### config.mk
export PLATFORM = sky130hd
export DESIGN_NAME = cursor_linked_list_engine
export DESIGN_NICKNAME = d
export VERILOG_FILES = /design/src/hw/rtl/cll_pkg.sv /design/src/hw/rtl/cursor_linked_list_engine.sv /design/src/hw/rtl/cll_ram.sv /design/src/hw/rtl/cll_links.sv
export SDC_FILE = /design/constraint.sdc
export NUM_CORES = 1
export LEC_CHECK = 0
export ABC_CLOCK_PERIOD_IN_PS = 8150
export BUFFER_PORTS_ARGS = -buffer_cell sky130_fd_sc_hd__buf_4
export CORE_MARGIN = 5
export CORE_UTILIZATION = 40
export DETAILED_ROUTE_END_ITERATION = 8
export PLACE_DENSITY = 0.53
export SYNTH_ARGS = -nofsm -noshare
export SYNTH_HDL_FRONTEND = slang
export SYNTH_HIERARCHICAL = 1
export SYNTH_SLANG_ARGS = --single-unit
### constraint.sdc
create_clock -name clk -period 8.15 [get_ports clk]
set_input_delay 0.815 -clock clk [delete_from_list [all_inputs] [get_ports clk]]
set_output_delay 0.815 -clock clk [all_outputs]
set_load 0.02 [all_outputs]
### src/hw/rtl/cll_pkg.sv
// Package: shared constants, operation codes and the link-table write struct for the list engine.
package cll_pkg;

    localparam int POOL_SLOTS = 16;
    localparam int SLOT_W     = $clog2(POOL_SLOTS);
    localparam int VALUE_W    = 32;
    localparam int STEP_W     = $clog2(POOL_SLOTS + 1);

    localparam logic [2:0] KIND_NEW    = 3'd0;
    localparam logic [2:0] KIND_APPEND = 3'd1;
    localparam logic [2:0] KIND_FIND   = 3'd2;
    localparam logic [2:0] KIND_DELETE = 3'd3;
    localparam logic [2:0] KIND_CLEAR  = 3'd4;
    localparam logic [2:0] KIND_EMPTY  = 3'd5;

    localparam logic [1:0] ST_OK  = 2'd0;
    localparam logic [1:0] ST_FULL = 2'd1;
    localparam logic [1:0] ST_BAD = 2'd2;

    typedef struct packed {
        logic              we;
        logic [SLOT_W-1:0] waddr;
        logic [SLOT_W-1:0] wdata;
    } link_wr_t;

endpackage

### src/hw/rtl/cursor_linked_list_engine.sv
// Top level of the cursor linked-list engine: sequencer over a link table and a value RAM.
//
//  channel | valid     | stall     | word fields
//  --------+-----------+-----------+-------------------------------
//  in      | in_valid  | in_stall  | kind, list_handle, value
//  out     | out_valid | out_stall | position, hit, status
//
// One word is processed at a time. A bad handle, an unknown kind and is_empty go from
// S_IDLE straight to S_DONE; new_list first writes the new node's link in S_FIX1.
// append walks one node per cycle. find and delete spend S_WALK and S_CMP on each
// node for the registered read of the value RAM, and clear S_WALK and S_FIX1 for its
// two link writes, so delete is the longest operation.
// Reset restores the link table to its in-order free chain at once; the value RAM has
// no reset. The input is stalled only while an operation runs. A finished result moves
// into its own output register, so the next word can be taken while it waits; the
// sequencer holds in its last state only when a second result is ready behind it.
module cursor_linked_list_engine (
    input  logic                        clk,
    input  logic                        rst_n,
    input  logic                        in_valid,
    output logic                        in_stall,
    input  logic [2:0]                  kind,
    input  logic [3:0]                  list_handle,
    input  logic signed [31:0]          value,
    output logic                        out_valid,
    input  logic                        out_stall,
    output logic [3:0]                  position,
    output logic                        hit,
    output logic [1:0]                  status
);

    localparam int SW = cll_pkg::SLOT_W;

    localparam logic [2:0] S_IDLE  = 3'd0;
    localparam logic [2:0] S_WALK  = 3'd1; // follow links, issue value read
    localparam logic [2:0] S_CMP   = 3'd2; // value read data valid
    localparam logic [2:0] S_FIX1  = 3'd3; // second link update
    localparam logic [2:0] S_FIX2  = 3'd4; // third link update
    localparam logic [2:0] S_DONE  = 3'd5;

    logic [2:0]              state_reg, state_next;
    logic [2:0]              kind_reg, kind_next;
    logic [31:0]             val_reg, val_next;
    logic [SW-1:0]           p_reg, p_next;     // current node
    logic [SW-1:0]           n_reg, n_next;     // node taken or examined
    logic [cll_pkg::STEP_W-1:0] steps_reg, steps_next;
    logic [SW-1:0]           pos_reg, pos_next;
    logic                    hit_reg, hit_next;
    logic [1:0]              st_reg, st_next;
    logic                    ov_reg, ov_next;
    logic [SW-1:0]           out_pos_reg;
    logic                    out_hit_reg;
    logic [1:0]              out_st_reg;
    logic                    load_out;

    cll_pkg::link_wr_t       lwr;
    logic [SW-1:0]           lraddr, lrdata, free_head;
    logic                    vwe;
    logic [SW-1:0]           vwaddr, vraddr;
    logic [31:0]             vrdata;

    cll_links u_links (
        .clk       (clk),
        .rst_n     (rst_n),
        .wr        (lwr),
        .raddr     (lraddr),
        .rdata     (lrdata),
        .free_head (free_head)
    );

    cll_ram #(.WIDTH(32), .DEPTH(cll_pkg::POOL_SLOTS)) u_values (
        .clk   (clk),
        .we    (vwe),
        .waddr (vwaddr),
        .wdata (val_reg),
        .raddr (vraddr),
        .rdata (vrdata)
    );

    logic          accept;
    logic [SW-1:0] hnd;
    logic          bad_hnd;
    logic          walk_done;

    assign accept   = in_valid && !in_stall;
    assign in_stall = (state_reg != S_IDLE);
    assign hnd      = list_handle[SW-1:0];
    // Handles of zero or beyond the pool are rejected.
    assign bad_hnd  = (list_handle == '0) || (32'(list_handle) >= cll_pkg::POOL_SLOTS);
    assign walk_done = (steps_reg == cll_pkg::STEP_W'(cll_pkg::POOL_SLOTS));

    always_comb
    begin
        state_next = state_reg;
        kind_next  = kind_reg;
        val_next   = val_reg;
        p_next     = p_reg;
        n_next     = n_reg;
        steps_next = steps_reg;
        pos_next   = pos_reg;
        hit_next   = hit_reg;
        st_next    = st_reg;
        ov_next    = ov_reg;
        load_out   = 1'b0;
        lwr        = '0;
        lraddr     = p_reg;
        vwe        = 1'b0;
        vwaddr     = n_reg;
        vraddr     = n_reg;

        if (ov_reg && !out_stall)
        begin
            ov_next = 1'b0;
        end

        unique case (state_reg)
            S_IDLE:
            begin
                if (accept)
                begin
                    kind_next  = kind;
                    val_next   = value;
                    steps_next = '0;
                    pos_next   = '0;
                    hit_next   = 1'b0;
                    st_next    = cll_pkg::ST_OK;
                    state_next = S_DONE;
                    if (kind > cll_pkg::KIND_EMPTY)
                    begin
                        state_next = S_DONE;
                    end
                    else if (kind != cll_pkg::KIND_NEW && bad_hnd)
                    begin
                        st_next = cll_pkg::ST_BAD;
                    end
                    else
                    begin
                        case (kind)
                            cll_pkg::KIND_NEW, cll_pkg::KIND_APPEND:
                            begin
                                if (free_head == '0)
                                begin
                                    st_next = cll_pkg::ST_FULL;
                                end
                                else
                                begin
                                    // Pop the free head: link[0] <= link[head].
                                    n_next     = free_head;
                                    lraddr     = free_head;
                                    lwr.we     = 1'b1;
                                    lwr.waddr  = '0;
                                    lwr.wdata  = lrdata;
                                    pos_next   = free_head;
                                    p_next     = hnd;
                                    state_next = (kind == cll_pkg::KIND_NEW) ? S_FIX1 : S_WALK;
                                end
                            end
                            cll_pkg::KIND_FIND:
                            begin
                                lraddr     = hnd;
                                n_next     = lrdata;
                                state_next = S_WALK;
                            end
                            cll_pkg::KIND_DELETE:
                            begin
                                p_next     = hnd;
                                lraddr     = hnd;
                                n_next     = lrdata;
                                state_next = S_WALK;
                            end
                            cll_pkg::KIND_CLEAR:
                            begin
                                lraddr     = hnd;
                                n_next     = lrdata;
                                lwr.we     = 1'b1;
                                lwr.waddr  = hnd;
                                lwr.wdata  = '0;
                                state_next = S_WALK;
                            end
                            default:
                            begin
                                lraddr   = hnd;
                                hit_next = (lrdata == '0);
                            end
                        endcase
                    end
                end
            end

            S_WALK:
            begin
                case (kind_reg)
                    cll_pkg::KIND_APPEND:
                    begin
                        // Walk to the tail from p; n holds the new node.
                        lraddr = p_reg;
                        if (lrdata != '0 && !walk_done)
                        begin
                            p_next     = lrdata;
                            steps_next = steps_reg + 1'b1;
                        end
                        else
                        begin
                            vwe        = 1'b1;
                            vwaddr     = n_reg;
                            lwr.we     = 1'b1;
                            lwr.waddr  = n_reg;
                            lwr.wdata  = lrdata;
                            state_next = S_FIX1;
                        end
                    end
                    cll_pkg::KIND_CLEAR:
                    begin
                        // Free node n: link[n] <= link[0], then link[0] <= n.
                        if (n_reg == '0 || walk_done)
                        begin
                            state_next = S_DONE;
                        end
                        else
                        begin
                            lraddr     = n_reg;
                            p_next     = lrdata;
                            lwr.we     = 1'b1;
                            lwr.waddr  = n_reg;
                            lwr.wdata  = free_head;
                            state_next = S_FIX1;
                        end
                    end
                    default:
                    begin
                        // find and delete: n is the candidate node.
                        if (n_reg == '0)
                        begin
                            state_next = S_DONE;
                        end
                        else
                        begin
                            vraddr     = n_reg;
                            state_next = S_CMP;
                        end
                    end
                endcase
            end

            S_CMP:
            begin
                lraddr = n_reg;
                if (vrdata == val_reg)
                begin
                    pos_next = n_reg;
                    hit_next = 1'b1;
                    if (kind_reg == cll_pkg::KIND_DELETE)
                    begin
                        // Unlink n from p, then push n onto the free list.
                        lwr.we     = 1'b1;
                        lwr.waddr  = p_reg;
                        lwr.wdata  = lrdata;
                        state_next = S_FIX1;
                    end
                    else
                    begin
                        state_next = S_DONE;
                    end
                end
                else if (walk_done)
                begin
                    state_next = S_DONE;
                end
                else
                begin
                    p_next     = n_reg;
                    n_next     = lrdata;
                    steps_next = steps_reg + 1'b1;
                    state_next = S_WALK;
                end
            end

            S_FIX1:
            begin
                case (kind_reg)
                    cll_pkg::KIND_NEW:
                    begin
                        lwr.we     = 1'b1;
                        lwr.waddr  = n_reg;
                        lwr.wdata  = '0;
                        state_next = S_DONE;
                    end
                    cll_pkg::KIND_APPEND:
                    begin
                        lwr.we     = 1'b1;
                        lwr.waddr  = p_reg;
                        lwr.wdata  = n_reg;
                        state_next = S_DONE;
                    end
                    cll_pkg::KIND_CLEAR:
                    begin
                        lwr.we     = 1'b1;
                        lwr.waddr  = '0;
                        lwr.wdata  = n_reg;
                        n_next     = p_reg;
                        steps_next = steps_reg + 1'b1;
                        state_next = S_WALK;
                    end
                    default:
                    begin
                        lwr.we     = 1'b1;
                        lwr.waddr  = n_reg;
                        lwr.wdata  = free_head;
                        state_next = S_FIX2;
                    end
                endcase
            end

            S_FIX2:
            begin
                lwr.we     = 1'b1;
                lwr.waddr  = '0;
                lwr.wdata  = n_reg;
                state_next = S_DONE;
            end

            S_DONE:
            begin
                // The result moves out once the output register is empty or being taken.
                if (!ov_reg || !out_stall)
                begin
                    ov_next    = 1'b1;
                    load_out   = 1'b1;
                    state_next = S_IDLE;
                end
            end

            default:
            begin
                state_next = S_IDLE;
            end
        endcase
    end

    always_ff @(posedge clk or negedge rst_n)
    begin
        if (!rst_n)
        begin
            state_reg <= S_IDLE;
            ov_reg    <= 1'b0;
        end
        else
        begin
            state_reg <= state_next;
            ov_reg    <= ov_next;
        end
    end

    always_ff @(posedge clk)
    begin
        kind_reg  <= kind_next;
        val_reg   <= val_next;
        p_reg     <= p_next;
        n_reg     <= n_next;
        steps_reg <= steps_next;
        pos_reg   <= pos_next;
        hit_reg   <= hit_next;
        st_reg    <= st_next;
        if (load_out)
        begin
            out_pos_reg <= pos_reg;
            out_hit_reg <= hit_reg;
            out_st_reg  <= st_reg;
        end
    end

    assign out_valid = ov_reg;
    assign position  = 4'(out_pos_reg);
    assign hit       = out_hit_reg;
    assign status    = out_st_reg;

    a_busy_stalls: assert property (@(posedge clk) disable iff (!rst_n)
        (state_reg != S_IDLE) |-> in_stall)
        else $error("input taken while an operation is running");

    a_accept_starts: assert property (@(posedge clk) disable iff (!rst_n)
        accept |=> (state_reg != S_IDLE))
        else $error("accepted word did not start an operation");

    a_walk_bounded: assert property (@(posedge clk) disable iff (!rst_n)
        (state_reg != S_IDLE) |-> (steps_reg <= cll_pkg::STEP_W'(cll_pkg::POOL_SLOTS)))
        else $error("chain walk exceeded the pool size");

    a_status_legal: assert property (@(posedge clk) disable iff (!rst_n)
        out_valid |-> (status != 2'd3))
        else $error("illegal status code");

    a_out_holds: assert property (@(posedge clk) disable iff (!rst_n)
        (out_valid && out_stall) |=> (out_valid && $stable({position, hit, status})))
        else $error("stalled result word changed");

endmodule

### src/hw/rtl/cll_ram.sv
// Generic single-write, single-read RAM with a registered read port.
module cll_ram #(
    parameter int WIDTH = 8,
    parameter int DEPTH = 16
) (
    input  logic                     clk,
    input  logic                     we,
    input  logic [$clog2(DEPTH)-1:0] waddr,
    input  logic [WIDTH-1:0]         wdata,
    input  logic [$clog2(DEPTH)-1:0] raddr,
    output logic [WIDTH-1:0]         rdata
);

    logic [WIDTH-1:0] mem [DEPTH];

    always_ff @(posedge clk)
    begin
        if (we)
        begin
            mem[waddr] <= wdata;
        end
        rdata <= mem[raddr];
    end

endmodule

### src/hw/rtl/cll_links.sv
// Link table: flip-flop array with reset pattern, one write and two reads a cycle.
module cll_links (
    input  logic                       clk,
    input  logic                       rst_n,
    input  cll_pkg::link_wr_t          wr,
    input  logic [cll_pkg::SLOT_W-1:0] raddr,
    output logic [cll_pkg::SLOT_W-1:0] rdata,
    output logic [cll_pkg::SLOT_W-1:0] free_head
);

    logic [cll_pkg::SLOT_W-1:0] link_reg [cll_pkg::POOL_SLOTS];

    // Each slot links to the next one after reset; the last slot closes with zero.
    always_ff @(posedge clk or negedge rst_n)
    begin
        if (!rst_n)
        begin
            for (int i = 0; i < cll_pkg::POOL_SLOTS; i++)
            begin
                link_reg[i] <= (i + 1 < cll_pkg::POOL_SLOTS) ?
                               cll_pkg::SLOT_W'(i + 1) : '0;
            end
        end
        else if (wr.we)
        begin
            link_reg[wr.waddr] <= wr.wdata;
        end
    end

    assign rdata     = link_reg[raddr];
    assign free_head = link_reg[0];

endmodule

# After elaboration in Yosys (flattened, before gate mapping)

Memories as Yosys holds them, arrays and structs flattened. A register that Yosys moved wholly into a read port is not among the register bits.
Index checks and enable logic that the tools add are counted.

Register bits: 130
Bits in writable memories: 512
Bits of input ports: 43
Output and inout bits: 9
Logic and storage cells: 201
Memories: 1

Add/sub/neg operators: 1
Order comparisons: 4
Equality and inequality tests: 31
Mux-type cells: 95
Bitwise gates (word level): 3
Reductions and logical operators: 36

Memories:

| name         | depth | width | rd ports | clocked after Yosys merged registers in | wr ports | line          | source |
|---|---|---|---|---|---|---|---|
| u_values.mem | 16    | 32    | 1        | 1                                       | 1        | cll_ram.sv:14 | `logic [WIDTH-1:0] mem [DEPTH];` |

Operators with widths:

| kind                 | count |
|---|---|
| $mux W4              | 31 |
| $mux W9              | 8 |
| $bwmux W64           | 1 |
| $pmux W9 S5          | 1 |
| $pmux W4 S3          | 3 |
| $pmux W9 S2          | 2 |
| $mux W3              | 11 |
| $eq A32 B32 Y1       | 1 |
| $pmux W4 S2          | 4 |
| $mux W5              | 6 |
| $pmux W8 S3          | 1 |
| $ne A2 B2 Y1 const B | 10 |
| $pmux W5 S4          | 1 |
| $pmux W3 S2          | 3 |
| $pmux W3 S6          | 1 |
| $mux W1              | 17 |
| $bmux W4 S4          | 1 |
| $demux W4 S4         | 1 |
| $logic_not A4 Y1     | 4 |
| $eq A3 B2 Y1 const B | 5 |
| $ne A3 B3 Y1 const B | 5 |
| $eq A3 B3 Y1 const B | 4 |
| $reduce_bool A3 Y1   | 4 |
| $reduce_and A11 Y1   | 1 |
| other kinds (25)     | 44 |

# Depth between registers and ports, before layout

Gate-level depths: netlist of the first run.

Depth after elaboration: 23
Mapped depth: 23
Depth with buffers taken out: 19

# By module

Netlist of the first run, hierarchy kept.

By module, submodules not included:

| module                    | instances | cells an instance | area each (sq um) | sequential area each (sq um) |
|---|---|---|---|---|
| cll_ram                   | 1         | 838               | 19,854.0          | 16,015.4 |
| cursor_linked_list_engine | 1         | 361               | 3,787.4           | 1,961.9 |
| cll_links                 | 1         | 202               | 3,070.4           | 1,641.6 |

# Worst setup path after synthesis of the first run

OpenSTA, ideal clock, no wires.

Kind: input to register
Start point: input in_valid
End point: memory u_values.mem[0][0], enable pin
Library setup time: 0.461 ns
Arrival: 7.495 ns
Data required time: 7.689 ns
Setup slack: 0.194 ns
Cell stages on the path: 17
Buffers on the path: 2
Cell sequence: nor2b_1 nand2_1 inv_1 o21ai_0 nand2_1 a21oi_1 a31oi_1 buf_4 buf_6 mux4_2 a22oi_1 nand3_1 or4_1 a21oi_1 and2_1 or3b_2 nor3_1

Longest elaborated chain between the ends: 14

RTL lines:

| element                                    | line                             | source |
|---|---|---|
| start: declaration                         | cursor_linked_list_engine.sv:20  | `input logic in_valid,` |
| $logic_and A1 B1 Y1                        | cursor_linked_list_engine.sv:85  | `assign accept = in_valid && !in_stall;` |
| $mux W4                                    | cursor_linked_list_engine.sv:119 | `if (accept)` |
| $pmux W4 S3                                | cursor_linked_list_engine.sv:116 | `unique case (state_reg)` |
| named net lraddr[0]                        | cursor_linked_list_engine.sv:57  | `logic [SW-1:0] lraddr, lrdata, free_head;` |
| $not A4 Y5 (not written as such)           | cll_links.sv:30                  | `assign rdata = link_reg[raddr];` |
| $bmux W4 S4                                | cll_links.sv:30                  |  |
| $mux W4 (not written as such) (2 in a row) | cll_links.sv:30                  |  |
| named net lrdata[1]                        | cursor_linked_list_engine.sv:57  |  |
| $reduce_bool A4 Y1                         | cursor_linked_list_engine.sv:197 | `if (lrdata != '0 && !walk_done)` |
| $logic_and A1 B1 Y1                        | cursor_linked_list_engine.sv:197 |  |
| $mux W1                                    | cursor_linked_list_engine.sv:197 |  |
| $mux W1                                    | cursor_linked_list_engine.sv:192 | `case (kind_reg)` |
| $mux W1                                    | cursor_linked_list_engine.sv:116 |  |
| named net vwe                              | cursor_linked_list_engine.sv:58  | `logic vwe;` |
| $mux W1                                    | cll_ram.sv:18                    | `if (we)` |
| $mux W1 (not written as such)              | cll_ram.sv:20                    | `mem[waddr] <= wdata;` |
| end: declaration                           | cll_ram.sv:14                    |  |

The timed path passes the listed nets, and every way through them passes these cells. The select of a mux whose other input is x is not followed.

# Worst setup path in the final report of the first run

Start point: register n_reg[2]
End point: memory u_values.mem[2][22], enable pin

Longest elaborated chain between the ends: 16

RTL lines:

| element                          | line                             | source |
|---|---|---|
| start: declaration               | cursor_linked_list_engine.sv:45  | `logic [SW-1:0] n_reg, n_next;` |
| start signal: assignment         | cursor_linked_list_engine.sv:359 | `n_reg <= n_next;` |
| $logic_not A4 Y1                 | cursor_linked_list_engine.sv:215 | `if (n_reg == '0 \|\| walk_done)` |
| $logic_or A1 B1 Y1               | cursor_linked_list_engine.sv:215 |  |
| $mux W4                          | cursor_linked_list_engine.sv:215 |  |
| $mux W4                          | cursor_linked_list_engine.sv:192 |  |
| $pmux W4 S3                      | cursor_linked_list_engine.sv:116 |  |
| named net lraddr[0]              | cursor_linked_list_engine.sv:57  |  |
| $not A4 Y5 (not written as such) | cll_links.sv:30                  |  |
| $bmux W4 S4                      | cll_links.sv:30                  |  |
| [... 2 more ...]                 | n/a                              |  |
| named net lrdata[0]              | cursor_linked_list_engine.sv:57  |  |
| $reduce_bool A4 Y1               | cursor_linked_list_engine.sv:197 |  |
| $logic_and A1 B1 Y1              | cursor_linked_list_engine.sv:197 |  |
| $mux W1                          | cursor_linked_list_engine.sv:197 |  |
| $mux W1                          | cursor_linked_list_engine.sv:192 |  |
| $mux W1                          | cursor_linked_list_engine.sv:116 |  |
| named net vwe                    | cursor_linked_list_engine.sv:58  |  |
| $mux W1                          | cll_ram.sv:18                    |  |
| $mux W1 (not written as such)    | cll_ram.sv:20                    |  |

The timed path passes the listed nets, and every way through them passes these cells. The select of a mux whose other input is x is not followed.

==> impl_metrics.csv, run 1 <==
group,metric,value,unit
outcome,outcome,"completed",
grt,grt_max_degree,144,
grt,grt_pass1_vias,14200,
pwr,total_power,9.37,mW
logic_synthesis,ys_seq_elements,674,
grt,grt.overflow.total,0,
layout,area_delta_synth_final,14.0,%
clock_network,cts.clk_slew.worst_paths,0.06,ns
floorplan,coreArea,0.0660,mm2
sta,rsz0062_at_grt,"false",
sta,relSlewSlack,0.231,
clock_network,cts-buffers-inserted,72,
setup_path,cp_num_buf_inv,3,
setup_path,worstPathMaxFanout,17,
routing,route.detailed.drc,0,
logic_synthesis,yosys_warnings,6,
sta,finalCritPeriodShare,0.819,
grt,grt_usage,0.169,
floorplan,dieArea,0.0720,mm2
sta,worst_slew_pin_slew,1.14,ns
logic_synthesis,synthCells,1401,
setup_path,slowest_delay,0.71,ns
logic_synthesis,synth-edff-count,574,
setup_path,worst_setup_path_end_kind,"flip-flop",
placed_design,portBuffers,51,
logic_synthesis,synthTopCellsByCount,"edfxtp_1 (574), mux4_2 (144), a22oi_1 (77)",
floorplan,die_h,268,um
grt,grt_pass1_wl,91800,um
floorplan,io_pins,52,
floorplan,start_util,0.405,
setup_path,worstSetupStartpointType,"flip-flop",
logic_synthesis,avgSynthCellArea,19.1,um2
sta,finalWorstSetupSlack,1.48,ns
clock_network,cts_max_path_buffers,3,
placed_design,place_ws,1.16,ns
logic_synthesis,syn_nets,1446,
routing,dr.pass1.iters,7,
routing,wl_per_cell,25.2,um
job,cap_violations,0,
sta,finalCriticalPeriod,6.67,ns
clock_network,cts_setup_buffers,0,
setup_path,cp_top_family,"simple AND/OR/NAND/NOR gates",
setup_path,crit_chain,"or4_1 -> nand3_1 -> a31oi_1 -> a31oi_2 -> buf_4 -> mux4_2 -> nand3_1 -> nand3_1 -> or4_1 -> a21oi_1 -> buf_4 -> and2_1 -> or3b_2 -> nor2_4 -> buf_4",
setup_path,required,8.43,ns
setup_path,critPathSlowestCell,"edfxtp_1",
sta,final.setup.tns,0,ns
clock_network,htreeDepth,3,
setup_path,cp.arrival,6.95,ns
floorplan,fp-row-count,94,
routing,antenna_left,0,
logic_synthesis,netlist_area,0.0267,mm2
logic_synthesis,synth_cell_types,61,
clock_network,cts_resized,0,
placed_design,gp_congestion,0.845,
floorplan,dieWidth,268,um
placed_design,dp.cells,2280,
sta,finalHoldViolations,0,
logic_synthesis,synth-async-reset-ratio,0.101,
clock_network,clk_latency,0.61,ns
pwr,power_density,308,mW/mm2
layout,stdcell_count,2409,
setup_path,r2r_start,"n_reg[2]",
logic_synthesis,yosysMostFrequentCell,"edfxtp_1",
routing,vias_per_cell,5.59,
clock_network,clock_sinks,674,
clock_network,cts_tree,"built",
pwr,leakagePower,10.1,nW
sta,fmax,150,MHz
layout,drive_gt1_frac,0.302,
logic_synthesis,synth_top_area_frac,0.645,
setup_path,r2r_setup_slack,1.48,ns
clock_network,cts_hold_buf,0,
clock_network,cts_root_buf,"clkbuf_16",
logic_synthesis,synthFlopType,"edfxtp_1",
sta,skew,0.0240,ns
setup_path,reg2reg_to,"u_values/mem[2][22]",
logic_synthesis,synth.area.top_cells,"edfxtp_1 (65%), mux4_2 (12%), dfrtp_1 (3.4%)",
logic_synthesis,yosys.area.top_type,"edfxtp_1",
sta,worst_hold_slack,0.319,ns
pwr,peakVddDrop,0.000228,V
routing,drtIter0Drc,1089,
setup_path,r2r_cells,15,
routing,vias,13500,
grt,antenna_found_initial,0,
min_path,hold_class,"input port to asynchronous set/reset pin",
logic_synthesis,yosysSeqAreaShare,0.734,
layout,antennaDiodeCount,0,
placed_design,dp_hpwl,35200,um
sta,slew_viol_final,0,
layout,largest_reg_flops,512,
routing,finalWirelength,60700,um
setup_path,path_class,"flip-flop to flip-flop",
sta,setup-violations-final,0,
layout,final_nets,1535,
## through the flow
stage / cell area, um2 / utilization
5_1_grt: 30500 / 0.462
4_1_cts: 30500 / 0.462
3_3_place_gp: 28300 / 0.428
2_1_floorplan: 26700 / -
6_report: 30500 / 0.462
3_5_place_dp: 28300 / 0.428
## routing by layer
metal | routed length [um] | up-vias | global-route usage
met5 | 0 | - | 0
met4 | 1250 | 0 | 0.0419
met3 | 2160 | 97 | 0.0297
met2 | 30700 | 295 | 0.287
met1 | 26600 | 7180 | 0.230
li1 | - | 5889 | -
## cell usage in the layout (no fill, tap or decap), types with 23 or more instances in the layout
master	synthesis	routed
buf_4	18	85
xor2_1	34	34
dfxtp_1	32	32
clkbuf_16	0	73
dfstp_2	32	32
nor2_1	47	34
edfxtp_1	574	574
nand2_1	71	71
mux4_2	144	144
mux2_2	61	61
a21oi_1	23	23
dfrtp_1	36	36
a22oi_1	77	77
o21ai_0	24	24
## kinds of logic after synthesis
kind of cell    share of synthesized area
simple gates                       0.0395
buf+inv                            0.0170
mux                                 0.149
fa+ha+maj                        0.000937
flops                               0.734
xor+xnor                           0.0115
compound gates                     0.0472
## how the worst max path moves through the flow
| stage | startpoint | end | slack (ns) | cells after the start |
|---|---|---|---|---|
| 2_1_floorplan | in_valid | u_values/mem[0][0] | 0.19 | 17 |
| 3_3_place_gp | list_handle[3] | u_values/mem[2][20] | 1.21 | 17 |
| 3_5_place_dp | list_handle[3] | u_values/mem[2][20] | 1.16 | 17 |
| 4_1_cts | state_reg[0] | u_values/mem[2][22] | 1.36 | 18 |
| 5_1_grt | state_reg[0] | u_links/link_reg[40] | 0.89 | 19 |
| 6_report | n_reg[2] | u_values/mem[2][22] | 1.48 | 15 |
## layout make-up
cell class | count | area (um2)
fill | 5617 | 35500
sequential | 674 | 19600
multi-input combinational | 640 | 6780
clock buffer | 98 | 1980
tap | 864 | 1080
timing repair buffer | 90 | 738
clock inverter | 31 | 206
inverter | 12 | 45.0
## power by group
part           internal (mW)  total [mW]  switching (mW)
registers               4.14        4.44           0.299
logic                  0.797        1.90            1.11
clock network           1.72        3.02            1.31
No activity file was read; power rests on OpenSTA's default activity.
==> run 2, diff against run 1 <==
ABC_CLOCK_PERIOD_IN_PS = 7000   (was 8150)
PLACE_DENSITY = 0.51   (was 0.53)
clock period = 7 ns   (was 8.15 ns; I/O delays follow)
==> run 2 against run 1 <==
  * Register-to-register slack worse by 0.77 ns
  * Highest routed layer unchanged
  * Largest cell class unchanged
  * Clock power increased by 25%
  * Global-route usage is 0.98 points higher
  * Worst setup slack got worse by 0.77 ns
  * Clock-buffer cell count increased by 3
  * Clock skew is 0.0019 ns higher
  * Die area is the same
  * Sequential share of layout area down 0.84 points
  * Power rose by 20%
  * Critical path depth rose by 2
  * Non-clock buffer count grew 18
  * Fmax is 6.1% higher
==> impl_metrics.csv, run 2 (synthesized netlist as in run 1, its figures left out) <==
group,metric,value,unit
sta,finalCriticalPeriod,6.29,ns
sta,rsz0062_at_grt,"false",
setup_path,cp_num_buf_inv,1,
floorplan,fp-row-count,94,
sta,worst_slew_pin_slew,1.25,ns
grt,grt_pass1_wl,96000,um
placed_design,gp_congestion,0.901,
grt,grt_pass1_vias,14500,
clock_network,clk_latency,0.61,ns
clock_network,cts.clk_slew.worst_paths,0.06,ns
routing,route.detailed.drc,0,
setup_path,crit_chain,"inv_1 -> ha_1 -> nand4bb_1 -> nand3_1 -> a31oi_1 -> a31oi_2 -> mux4_2 -> a22oi_1 -> nand3_1 -> or4_1 -> nand2_1 -> a22oi_1 -> nor3_1 -> a221o_1 -> nand2_1 -> nor3_1 -> mux2_2",
setup_path,worstSetupStartpointType,"flip-flop",
grt,antenna_found_initial,1,
sta,final.setup.tns,0,ns
setup_path,cp.arrival,6.77,ns
layout,nFillCells,5578,
clock_network,htreeDepth,3,
sta,skew,0.0259,ns
routing,vias_per_cell,5.68,
job,cap_violations,0,
outcome,outcome,"completed",
clock_network,clock_sinks,674,
sta,setup-violations-final,0,
placed_design,dp_hpwl,37500,um
sta,fmax,159,MHz
routing,dr.pass1.iters,7,
clock_network,cts_resized,0,
clock_network,cts_root_buf,"clkbuf_16",
setup_path,required,7.48,ns
sta,slew_viol_final,0,
sta,relSlewSlack,0.164,
routing,vias,13800,
setup_path,cp_top_family,"simple AND/OR/NAND/NOR gates",
layout,multiInputGateArea,0.00681,mm2
setup_path,worst_setup_path_end_kind,"flip-flop",
layout,final_nets,1556,
clock_network,cts_hold_buf,0,
setup_path,path_class,"flip-flop to flip-flop",
sta,worst_hold_slack,0.201,ns
routing,drtIter0Drc,1311,
floorplan,die_h,268,um
clock_network,cts-buffers-inserted,75,
layout,layout_common_cells,"edfxtp_1 (574), mux4_2 (144), buf_4 (101)",
pwr,total_power,11.3,mW
routing,finalWirelength,64000,um
setup_path,worstPathMaxFanout,12,
setup_path,slowest_delay,0.75,ns
layout,stdcell_count,2436,
layout,drive_gt1_frac,0.314,
layout,area.sequential,0.0196,mm2
pwr,leakagePower,10.3,nW
floorplan,io_pins,52,
setup_path,critPathSlowestCell,"a31oi_2",
grt,grt_usage,0.179,
layout,area_delta_synth_final,15.5,%
placed_design,dp.cells,2298,
clock_network,cts_setup_buffers,0,
layout,final_common_cell,"edfxtp_1",
routing,antenna_left,0,
min_path,hold_class,"input port to asynchronous set/reset pin",
floorplan,coreArea,0.0660,mm2
floorplan,dieWidth,268,um
pwr,power_density,365,mW/mm2
grt,grt_max_degree,104,
floorplan,start_util,0.405,
placed_design,portBuffers,51,
clock_network,cts_max_path_buffers,3,
pwr,peakVddDrop,0.000286,V
routing,wl_per_cell,26.3,um
clock_network,cts_tree,"built",
layout,antennaDiodeCount,0,
sta,finalHoldViolations,0,
grt,grt.overflow.total,0,
layout,largest_reg_flops,512,
sta,finalCritPeriodShare,0.898,
floorplan,dieArea,0.0720,mm2
-- run 2: changes by cell type in the layout (fill, tap and decap cells not counted), sizes merged --
cell      change
buf          +18
bufinv        +3
clkbuf        +3
clkinv        +3
clkinvlp      +1
inv           -1
-- run 2: layout make-up --
| type | instances | share of cell area |
|---|---|---|
| flip-flops and latches | 674 | 0.636 |
| inverters | 12 | 0.00146 |
| well taps | 864 | 0.0350 |
| repair buffers | 108 | 0.0291 |
| clock inverters | 37 | 0.00957 |
| multi-input cells | 640 | 0.221 |
| clock buffers | 101 | 0.0684 |
-- run 2: per-layer routing --
layer	track usage	vias up	share of wire
met1	0.252	7376	0.44
li1	-	5951	-
met4	0.0428	0	0.021
met3	0.0297	115	0.043
met5	0	-	0
met2	0.296	399	0.49
-- run 2: per-stage QoR --
step / utilization / setup slack, ns / cell area (um2)
2_1_floorplan: - / 0.0304 / 26700
3_3_place_gp: 0.431 / 0.510 / 28500
3_5_place_dp: 0.431 / 0.438 / 28500
4_1_cts: 0.468 / 0.841 / 30900
5_1_grt: 0.468 / 0.312 / 30900
6_report: 0.468 / 0.711 / 30900
-- run 2: final timing paths --
path / from / end / slack [ns] / cells past startpoint
worst min-delay path: rst_n / out_valid / 0.20 / 1
worst max register to register: steps_reg[0] / u_links/link_reg[16] / 0.71 / 17
max in group asynchronous: rst_n / u_links/link_reg[26] / 6.19 / 1
min in group clk: value[25] / val_reg[25] / 0.27 / 1
worst min register to register: st_reg[1] / status[1] / 0.42 / 0
worst max-delay path: steps_reg[0] / u_links/link_reg[16] / 0.71 / 17
-- run 2: where the power goes --
part | internal [mW] | switching, mW | total, mW
combinational | 0.953 | 1.37 | 2.32
sequential | 4.82 | 0.331 | 5.15
clock | 2.23 | 1.55 | 3.79
total | 8.01 | 3.25 | 11.3
-- run 2: worst register-to-register path, cell delays in order (launching register included) --
cell and delay [ns]:
edfxtp_1 0.43, inv_1 0.08, ha_1 0.15, nand4bb_1 0.45, nand3_1 0.45, a31oi_1 0.17
a31oi_2 0.75, mux4_2 0.43, a22oi_1 0.24, nand3_1 0.20, or4_1 0.66, nand2_1 0.11
a22oi_1 0.10, nor3_1 0.41, a221o_1 0.38, nand2_1 0.15, nor3_1 0.61, mux2_2 0.41
